$ cat src/leif_pkg.sv
// Package: shared types, constants and helpers for the line edit input FIFO.
package leif_pkg;

  localparam int RING_DEPTH = 512;
  localparam int MAX_READ   = 64;
  localparam int PTR_W      = $clog2(RING_DEPTH);
  localparam int CNT_W      = 7;
  localparam int PEND_W     = 9;

  localparam logic [7:0] CH_BACKSPACE = 8'd8;
  localparam logic [7:0] CH_SPACE     = 8'd32;
  localparam logic [7:0] CH_NEWLINE   = 8'd10;

  localparam logic [PTR_W-1:0] LAST_PTR  = PTR_W'(RING_DEPTH - 1);
  localparam logic [PTR_W:0]   DEPTH_V   = (PTR_W + 1)'(RING_DEPTH);
  localparam logic [CNT_W-1:0] MAX_READ_V = CNT_W'(MAX_READ);

  typedef enum logic [1:0] {
    KIND_ECHO  = 2'd0,
    KIND_DATA  = 2'd1,
    KIND_EMPTY = 2'd2
  } kind_t;

  typedef struct packed {
    logic             cmd;
    logic [7:0]       key_char;
    logic             key_pressed;
    logic [CNT_W-1:0] read_count;
  } in_t;

  typedef struct packed {
    kind_t             result_kind;
    logic [7:0]        out_byte;
    logic              last_of_run;
    logic [PEND_W-1:0] pending_chars;
  } out_t;

  function automatic logic [PTR_W-1:0] ptr_inc(logic [PTR_W-1:0] p);
    return (p == LAST_PTR) ? '0 : p + PTR_W'(1);
  endfunction

  function automatic logic [PTR_W-1:0] ptr_dec(logic [PTR_W-1:0] p);
    return (p == '0) ? LAST_PTR : p - PTR_W'(1);
  endfunction

  function automatic logic [PEND_W-1:0] pending(logic [PTR_W-1:0] w, logic [PTR_W-1:0] r);
    logic [PTR_W:0] d;
    logic [31:0]    d32;
    d   = (w >= r) ? ({1'b0, w} - {1'b0, r}) : (DEPTH_V - {1'b0, r} + {1'b0, w});
    d32 = 32'(d);
    return d32[PEND_W-1:0];
  endfunction

endpackage

$ cat src/leif_ram.sv
// Generic simple dual-port RAM with registered read data.
module leif_ram #(
  parameter int WIDTH = 8,
  parameter int DEPTH = 512
) (
  input  logic                     clk,
  input  logic                     we,
  input  logic [$clog2(DEPTH)-1:0] waddr,
  input  logic [WIDTH-1:0]         wdata,
  input  logic                     re,
  input  logic [$clog2(DEPTH)-1:0] raddr,
  output logic [WIDTH-1:0]         rdata
);

  logic [WIDTH-1:0] mem [DEPTH];
  logic [WIDTH-1:0] rdata_r;

  always_ff @(posedge clk) begin
    if (we) begin
      mem[waddr] <= wdata;
    end
    if (re) begin
      rdata_r <= mem[raddr];
    end
  end

  assign rdata = rdata_r;

endmodule

$ cat src/line_edit_input_fifo.sv
// Top level: keyboard line-input ring buffer with backspace echo.
// Key echo: S_ECHO registers the result once the output is free; a backspace
// gives 3 results on consecutive free output cycles.
// Read: per character, a RAM read (S_RD_REQ) then an output load (S_RD_DATA).
// Input is taken only in S_IDLE, after the previous run of results has been loaded.
// Reset: rst_n synchronous, clears pointers, state and output valid; RAM is not cleared.
module line_edit_input_fifo (
  input  logic           clk,
  input  logic           rst_n,
  input  logic           in_valid,
  output logic           in_ready,
  input  leif_pkg::in_t  in_data,
  output logic           out_valid,
  input  logic           out_ready,
  output leif_pkg::out_t out_data
);
  import leif_pkg::*;

  typedef enum logic [2:0] {
    S_IDLE,
    S_ECHO,
    S_BS,
    S_EMPTY,
    S_RD_REQ,
    S_RD_DATA
  } state_t;

  state_t           state_r, state_nxt;
  logic [PTR_W-1:0] wp_r, wp_nxt;
  logic [PTR_W-1:0] rp_r, rp_nxt;
  logic [CNT_W-1:0] cnt_r, cnt_nxt;
  logic [1:0]       idx_r, idx_nxt;
  logic [7:0]       byte_r, byte_nxt;
  logic             out_valid_r, out_valid_nxt;
  out_t             out_data_r, out_data_nxt;

  logic             in_fire, out_free, out_load;
  logic             ram_we, ram_re;
  logic [7:0]       ram_rdata;
  logic [CNT_W-1:0] cnt_sat;
  logic [PTR_W-1:0] rp_adv;
  logic             rd_last;

  assign in_ready  = (state_r == S_IDLE);
  assign in_fire   = in_valid && in_ready;
  assign out_free  = !out_valid_r || out_ready;
  assign out_valid = out_valid_r;
  assign out_data  = out_data_r;
  assign cnt_sat   = (in_data.read_count > MAX_READ_V) ? MAX_READ_V : in_data.read_count;
  assign rp_adv    = ptr_inc(rp_r);
  assign rd_last   = (cnt_r == CNT_W'(1)) || (rp_adv == wp_r) || (ram_rdata == CH_NEWLINE);

  leif_ram #(
    .WIDTH(8),
    .DEPTH(RING_DEPTH)
  ) u_store (
    .clk  (clk),
    .we   (ram_we),
    .waddr(wp_r),
    .wdata(in_data.key_char),
    .re   (ram_re),
    .raddr(rp_r),
    .rdata(ram_rdata)
  );

  always_comb begin
    state_nxt    = state_r;
    wp_nxt       = wp_r;
    rp_nxt       = rp_r;
    cnt_nxt      = cnt_r;
    idx_nxt      = idx_r;
    byte_nxt     = byte_r;
    out_data_nxt = out_data_r;
    out_load     = 1'b0;
    ram_we       = 1'b0;
    ram_re       = 1'b0;
    case (state_r)
      S_IDLE: begin
        if (in_fire) begin
          if (!in_data.cmd) begin
            if (in_data.key_pressed && in_data.key_char != 8'd0) begin
              if (in_data.key_char == CH_BACKSPACE) begin
                if (wp_r != rp_r) begin
                  wp_nxt    = ptr_dec(wp_r);
                  idx_nxt   = 2'd0;
                  state_nxt = S_BS;
                end
              end else if (ptr_inc(wp_r) != rp_r) begin
                ram_we    = 1'b1;
                wp_nxt    = ptr_inc(wp_r);
                byte_nxt  = in_data.key_char;
                state_nxt = S_ECHO;
              end
            end
          end else if (cnt_sat == '0 || wp_r == rp_r) begin
            state_nxt = S_EMPTY;
          end else begin
            cnt_nxt   = cnt_sat;
            state_nxt = S_RD_REQ;
          end
        end
      end
      S_ECHO: begin
        if (out_free) begin
          out_load     = 1'b1;
          out_data_nxt = '{KIND_ECHO, byte_r, 1'b1, pending(wp_r, rp_r)};
          state_nxt    = S_IDLE;
        end
      end
      S_BS: begin
        if (out_free) begin
          out_load     = 1'b1;
          out_data_nxt = '{KIND_ECHO, (idx_r == 2'd1) ? CH_SPACE : CH_BACKSPACE,
                           idx_r == 2'd2, pending(wp_r, rp_r)};
          idx_nxt      = idx_r + 2'd1;
          if (idx_r == 2'd2) begin
            state_nxt = S_IDLE;
          end
        end
      end
      S_EMPTY: begin
        if (out_free) begin
          out_load     = 1'b1;
          out_data_nxt = '{KIND_EMPTY, 8'd0, 1'b1, pending(wp_r, rp_r)};
          state_nxt    = S_IDLE;
        end
      end
      S_RD_REQ: begin
        ram_re    = 1'b1;
        state_nxt = S_RD_DATA;
      end
      S_RD_DATA: begin
        if (out_free) begin
          out_load     = 1'b1;
          out_data_nxt = '{KIND_DATA, ram_rdata, rd_last, pending(wp_r, rp_adv)};
          rp_nxt       = rp_adv;
          cnt_nxt      = cnt_r - CNT_W'(1);
          state_nxt    = rd_last ? S_IDLE : S_RD_REQ;
        end
      end
      default: begin
        state_nxt = S_IDLE;
      end
    endcase
    out_valid_nxt = out_load ? 1'b1 : (out_ready ? 1'b0 : out_valid_r);
  end

  always_ff @(posedge clk) begin
    if (!rst_n) begin
      state_r     <= S_IDLE;
      wp_r        <= '0;
      rp_r        <= '0;
      cnt_r       <= '0;
      idx_r       <= '0;
      out_valid_r <= 1'b0;
    end else begin
      state_r     <= state_nxt;
      wp_r        <= wp_nxt;
      rp_r        <= rp_nxt;
      cnt_r       <= cnt_nxt;
      idx_r       <= idx_nxt;
      out_valid_r <= out_valid_nxt;
    end
    byte_r     <= byte_nxt;
    out_data_r <= out_data_nxt;
  end

  a_ptr_range: assert property (@(posedge clk) disable iff (!rst_n)
    ({1'b0, wp_r} < DEPTH_V) && ({1'b0, rp_r} < DEPTH_V))
    else $error("ring pointer out of range");

  a_empty_read: assert property (@(posedge clk) disable iff (!rst_n)
    in_fire && in_data.cmd && (wp_r == rp_r) |=> state_r == S_EMPTY)
    else $error("read of empty ring not flagged");

  a_last_idle: assert property (@(posedge clk) disable iff (!rst_n)
    out_load && out_data_nxt.last_of_run |=> state_r == S_IDLE)
    else $error("last result did not return to idle");

  a_data_kind: assert property (@(posedge clk) disable iff (!rst_n)
    out_load && state_r == S_RD_DATA |=> out_data_r.result_kind == KIND_DATA)
    else $error("read result has wrong kind");

  a_bs_pending: assert property (@(posedge clk) disable iff (!rst_n)
    in_fire && !in_data.cmd && in_data.key_pressed && in_data.key_char == CH_BACKSPACE
      && wp_r != rp_r
    |=> pending(wp_r, rp_r) == $past(pending(wp_r, rp_r)) - PEND_W'(1))
    else $error("backspace did not remove one character");

endmodule

$ cat config.mk
export PLATFORM = sky130hd
export DESIGN_NAME = line_edit_input_fifo
export DESIGN_NICKNAME = d
export VERILOG_FILES = /design/src/leif_pkg.sv /design/src/leif_ram.sv /design/src/line_edit_input_fifo.sv
export SDC_FILE = /design/constraint.sdc
export NUM_CORES = 2
export LEC_CHECK = 0
export BUFFER_PORTS_ARGS = -buffer_cell sky130_fd_sc_hd__buf_2
export CELL_PAD_IN_SITES_DETAIL_PLACEMENT = 1
export CELL_PAD_IN_SITES_GLOBAL_PLACEMENT = 1
export CORE_MARGIN = 8
export CORE_UTILIZATION = 50
export CTS_CLUSTER_DIAMETER = 150
export DETAILED_ROUTE_END_ITERATION = 10
export HOLD_SLACK_MARGIN = 0.08
export PLACE_DENSITY = 0.76
export SYNTH_ARGS = -nofsm -noshare
export SYNTH_HDL_FRONTEND = slang
export SYNTH_SLANG_ARGS = --single-unit
$ cat constraint.sdc
create_clock -name clk -period 3.9 [get_ports clk]
set_input_delay 0.78 -clock clk [delete_from_list [all_inputs] [get_ports clk]]
set_output_delay 0.78 -clock clk [all_outputs]
set_load 0.02 [all_outputs]
Word-level counts from Yosys, hierarchy flattened
Memory sizes are Yosys's and may differ from the RTL's. A register that Yosys moved wholly into a read port is not among the register bits.
Index checks and enable logic that the tools add are counted.
{"block": "classes", "order_cmp": 3, "n_addsub": 11, "n_reduce_logical": 25, "n_bitwise": 2, "muxes": 53, "n_eq_ne": 33}
{"cell": "2-to-1 mux 20 bit", "count": 4}
{"cell": "case mux 20 bit (4 select lines)", "count": 1}
{"cell": "2-to-1 mux 9 bit", "count": 8}
{"cell": "2-to-1 mux 3 bit", "count": 12}
{"cell": "2-to-1 mux 7 bit", "count": 5}
{"cell": "adder 9 x 1 -> 9 bit, second input constant", "count": 2}
{"cell": "adder 9 bit", "count": 2}
{"cell": "equality test 9 bit", "count": 2}
{"cell": "equality test 9 bit, second input constant", "count": 2}
{"cell": "greater-or-equal comparator 9 bit", "count": 2}
{"cell": "inequality test 9 bit", "count": 2}
{"cell": "subtractor 1 x 9 -> 9 bit, first input constant", "count": 2}
{"cell": "subtractor 9 bit", "count": 2}
{"cell": "equality test 8 x 4 -> 1 bit, second input constant", "count": 2}
{"cell": "case mux 3 bit (5 select lines)", "count": 1}
{"cell": "inequality test 2 x 1 -> 1 bit, second input constant", "count": 7}
{"cell": "inequality test 2 bit, second input constant", "count": 7}
{"cell": "case mux 7 bit (2 select lines)", "count": 1}
{"cell": "2-to-1 mux 1 bit", "count": 13}
{"cell": "2-to-1 mux 2 bit", "count": 6}
{"cell": "AND reduction 6 bit", "count": 2}
{"cell": "AND reduction 5 bit", "count": 2}
{"cell": "logical NOT 9 bit", "count": 1}
{"cell": "subtractor 9 x 1 -> 9 bit, second input constant", "count": 1}
{"cell": "other kinds (28)", "count": 38}
{"block": "totals", "register_bits": 59, "output_inout_bits": 22, "n_memories": 1, "input_bits": 21, "ram_bits": 4096}
{"name": "u_store.mem", "depth": 512, "width": 8, "rd": 1, "rd_ports_with_merged_regs": 1, "write_ports": 1, "line": "leif_ram.sv:15", "source": "logic [WIDTH-1:0] mem [DEPTH];"}

Longest topological paths before layout
{"block": "depth", "ltp_word": 11, "ltp_mapped": 20, "mapped_depth_nobuf": 16}

Hierarchy
Synthesis repeated with hierarchy kept, for this count alone.
{"block": "unflattened", "hier_cells": 8573, "area_unflattened_um2": 164550.3}
{"mod": "leif_ram", "seq_area_each_um2": 123238.2, "area_per_inst_um2": 160007.2, "cells_per_inst": 8030, "n_inst": 1}
{"mod": "line_edit_input_fifo", "seq_area_each_um2": 1461.4, "area_per_inst_um2": 4543.1, "cells_per_inst": 543, "n_inst": 1}

Least setup slack after synthesis
OpenSTA, ideal clock, no wires.
{"block": "synth_path", "path_type": "register to register", "start": "reg rp_r[0]", "end": "reg out_data_r, in the netlist out_data[8] (data pin)", "slack_ns": -0.403, "setup_ns": 0.268, "synth_period_minus_slack_ns": 4.303, "path_stages_with_launch": 21, "required_time_ns": 3.632, "arrival_ns": 4.035, "path_cell_list": "dfxtp_1 > buf_6 > buf_12 > buf_12 > buf_8 > buf_8 > buf_6 > buf_6 > nand4_1 > xnor2_1 > or2_2 > ha_1 > nand4_1 > nor2_1 > a21o_1 > o41a_1 > a211oi_1 > o31ai_1 > a221oi_1 > xor2_1 > o21ai_0"}
{"item": "start: declaration", "line": "line_edit_input_fifo.sv:30", "source": "logic [PTR_W-1:0] rp_r, rp_nxt;"}
{"item": "start signal: assignment", "line": "line_edit_input_fifo.sv:159", "source": "rp_r <= rp_nxt;"}
{"item": "end signal: assignment", "line": "line_edit_input_fifo.sv:165", "source": "out_data_r <= out_data_nxt;"}
{"item": "end: declaration", "line": "line_edit_input_fifo.sv:35", "source": "out_t out_data_r, out_data_nxt;"}

==> flow_summary.json <==
{
  "synthArstFlopShare_pct": 0,
  "synthXorXnorAreaFrac_pct": 0.163,
  "grt_first_pass_wirelength_mm": 701,
  "yosys_most_used_dff": "edfxtp_1",
  "stdcell_area_um2": 190000,
  "initial_core_util_pct": 50.2,
  "synth_compound_area_share_pct": 3.43,
  "ys_ff_latch": 4163,
  "area.sequential_um2": 125000,
  "fmax_mhz": 249,
  "core-area_um2": 327000,
  "synth-simple-area-share_pct": 2.93,
  "synthTopCellsByArea": "edfxtp_1 75%, mux4_2 12%, mux2i_1 2.8%",
  "n_fill_cell": 27850,
  "syn2layout_area_growth_pct": 15.4,
  "cp-start-kind": "register",
  "routed_wl_mm": 508,
  "relSlewSlack_pct": -6.18,
  "synth_top_family_by_area": "multiplexers",
  "die_area_um2": 347000,
  "firstDrtPassIters": 5,
  "min-delay-path-class": "in -> reg",
  "globalplace.congestion": 0.892,
  "synthAdderAreaFrac_pct": 0.265,
  "slew_violations": 2,
  "crit_path_end_kind": "register",
  "cts_tree": "yes",
  "yosysUniqueCellTypes": 86,
  "cp_max_fo": 25,
  "wl_per_cell_um": 37.4,
  "status": "finished, violations left",
  "holdWs_ps": 164,
  "rows": 210,
  "rsz0062_at_grt": "yes",
  "avgSynthCellArea_um2": 20.4,
  "drive_above_1_share_pct": 28.6,
  "synthCells": 8055,
  "yosysSeqAreaShare_pct": 75.9,
  "leakagePower_uw": 0.0588,
  "netlist.area_leader.share_pct": 75.5,
  "overflow": 0,
  "drt_first_iter_violations": 12692,
  "h-tree-depth": 5,
  "numClockSinks": 4163,
  "dieHeight_um": 589,
  "ir_drop_mv": 0.404,
  "tightestPinTransition_ps": 1580,
  "grt_pass1_vias": 92562,
  "synth_area_leader_cell": "edfxtp_1",
  "die_w_um": 589,
  "grt_usage_pct": 28.1,
  "finalHoldViolations": 0,
  "synth_mux_area_share_pct": 15.3,
  "grt_antenna_before_repair": 29,
  "vias_per_cell": 6.66,
  "min_period_over_period_pct": 103,
  "synth_commonest_cells": "4,132 x edfxtp_1, 899 x mux4_2, 626 x nor2_1, 452 x mux2i_1, 242 x nand2_1",
  "skew_ps": 90.3,
  "min_period_ps": 4010,
  "cts-root-buf": "clkbuf_16",
  "io_pins": 43,
  "yosysMostFrequentCell": "edfxtp_1",
  "cts_inserted_buffers": 414,
  "cap_violations": 2,
  "nets": 8940,
  "portBuffers": 42,
  "hpwl_mm": 306,
  "grt_max_degree": 208,
  "worst_slack_ps": -112,
  "clk_path_buf_depth": 4,
  "synth_area_um2": 164000,
  "synth_edf_count": 4132,
  "cts.clk_slew.worst_paths_ps": 70,
  "postLayoutCoreUtil_pct": 58.0,
  "crit_required_ps": 4620,
  "postPlaceCellArea_um2": 175000,
  "syn_nets": 8109,
  "insertion_delay_ps": 1000,
  "remaining_drc_errors": 0,
  "violations": "max-capacitance violations, max-slew violations, negative setup slack",
  "arrival_ps": 4730,
  "final-setup-viol-count": 4,
  "multi_input_area_um2": 37200,
  "ys_warn_count": 0,
  "num_vias": 90567,
  "postRouteAntennaNets": 0,
  "crit_type": "reg -> reg",
  "power_density_nw_per_um2": 494
}
critical path, cell delays in order, from the launching register on:
cell and delay, ps:
dfxtp_4 370, buf_16 250, buf_16 250, buf_16 260, mux4_2 530, a22oi_1 370, a21oi_1 360, nor3_1 300
buf_4 170, nor3_1 50, nor3_2 460, buf_4 200, a211oi_1 40
final timing paths:
check / from / slack (ps) / depth (start not counted) / endpoint
setup / recovery: rp_r[0] / -110 / 12 / u_store.rdata[0]
hold / removal: out_ready / 160 / 3 / out_valid
setup reg to reg: rp_r[0] / -110 / 12 / u_store.rdata[0]
hold reg to reg: idx_r[1] / 520 / 2 / idx_r[1]
cell type report:
type,instances,area share [%]
diodes,22,0.0290
clock buffers,503,5.69
clock inverters,260,1.40
inverters,36,0.0765
multi-input cells,3361,19.6
flip-flops and latches,4163,65.7
well taps,4346,2.87
repair buffers,910,4.60
cells in the final DEF (no fill, tap or decap), types with 22 or more instances in the layout:
master	n
a21oi_1	184
a221o_1	47
a221oi_1	100
a22oi_1	114
a31oi_1	40
buf_12	75
buf_16	24
buf_2	34
buf_4	726
bufinv_16	42
clkbuf_1	83
clkbuf_16	435
clkinv_1	104
clkinv_2	73
dfxtp_1	25
diode_2	22
edfxtp_1	4132
ha_1	24
inv_1	27
mux2i_1	451
mux4_2	899
nand2_1	236
nand3_1	40
nor2_1	481
nor2_2	140
nor2b_1	41
nor3_1	36
o21ai_0	104
o22ai_1	23
state kept, by name, summed over array words and instances, names as in the netlist, 3 cells and up:
name	flops
byte_r	8
cnt_r	7
out_data	20
rp_r	9
state_r	3
u_store.mem	4096
u_store.rdata	8
wp_r	9
cell families (layout without fill, tap and decap cells):
kind of cell,after synthesis,after routing
AND/OR/NAND/NOR,1124,1124
AO/OA/AOI/OAI,805,805
XOR/XNOR,29,29
other,0,22
buffers and inverters,531,1709
flip-flops,4163,4163
adder cells (fa/ha/maj),33,33
multiplexers,1370,1370
power by group:
| part | switching [µW] | internal [µW] | total (µW) |
|---|---|---|---|
| Sequential | 119 | 49400 | 49500 |
| Clock | 17400 | 22500 | 40000 |
| Combinational | 2750 | 1450 | 4200 |
metrics by stage:
| step | power [µW] | setup TNS [ps] | worst slack (ps) | instances |
|---|---|---|---|---|
| 2_1_floorplan | 52600 | -9.35 | -9.35 | 8055 |
| 3_3_place_gp | 54300 | -1510 | -449 | 12779 |
| 3_5_place_dp | 54400 | -2450 | -575 | 12779 |
| 4_1_cts | 93700 | -49.9 | -49.9 | 13551 |
| 5_1_grt | 95400 | -3090 | -103 | 13581 |
| 6_report | 93700 | -152 | -112 | 13601 |
layer usage:
metal  routed length [µm]  track usage [%]  part of all wire, %
met4                27400             13.6                  5.4
met1               184000             37.1                   36
met3                54400             5.88                   11
met2               243000             45.0                   48
met5                   69                0                0.014
repair_timing:
item | in CTS | in global routing
pin swaps | 2 | 10
hold buffers | 2 | 0
buffers inserted | 3 | 11
setup endpoints to repair | 35 | 1585
cloned | 4 | 17
gates resized for setup | 35 | 200
endpoints found under the hold margin | 7 | 0
Note: power is estimated with default switching activity, not from simulation.
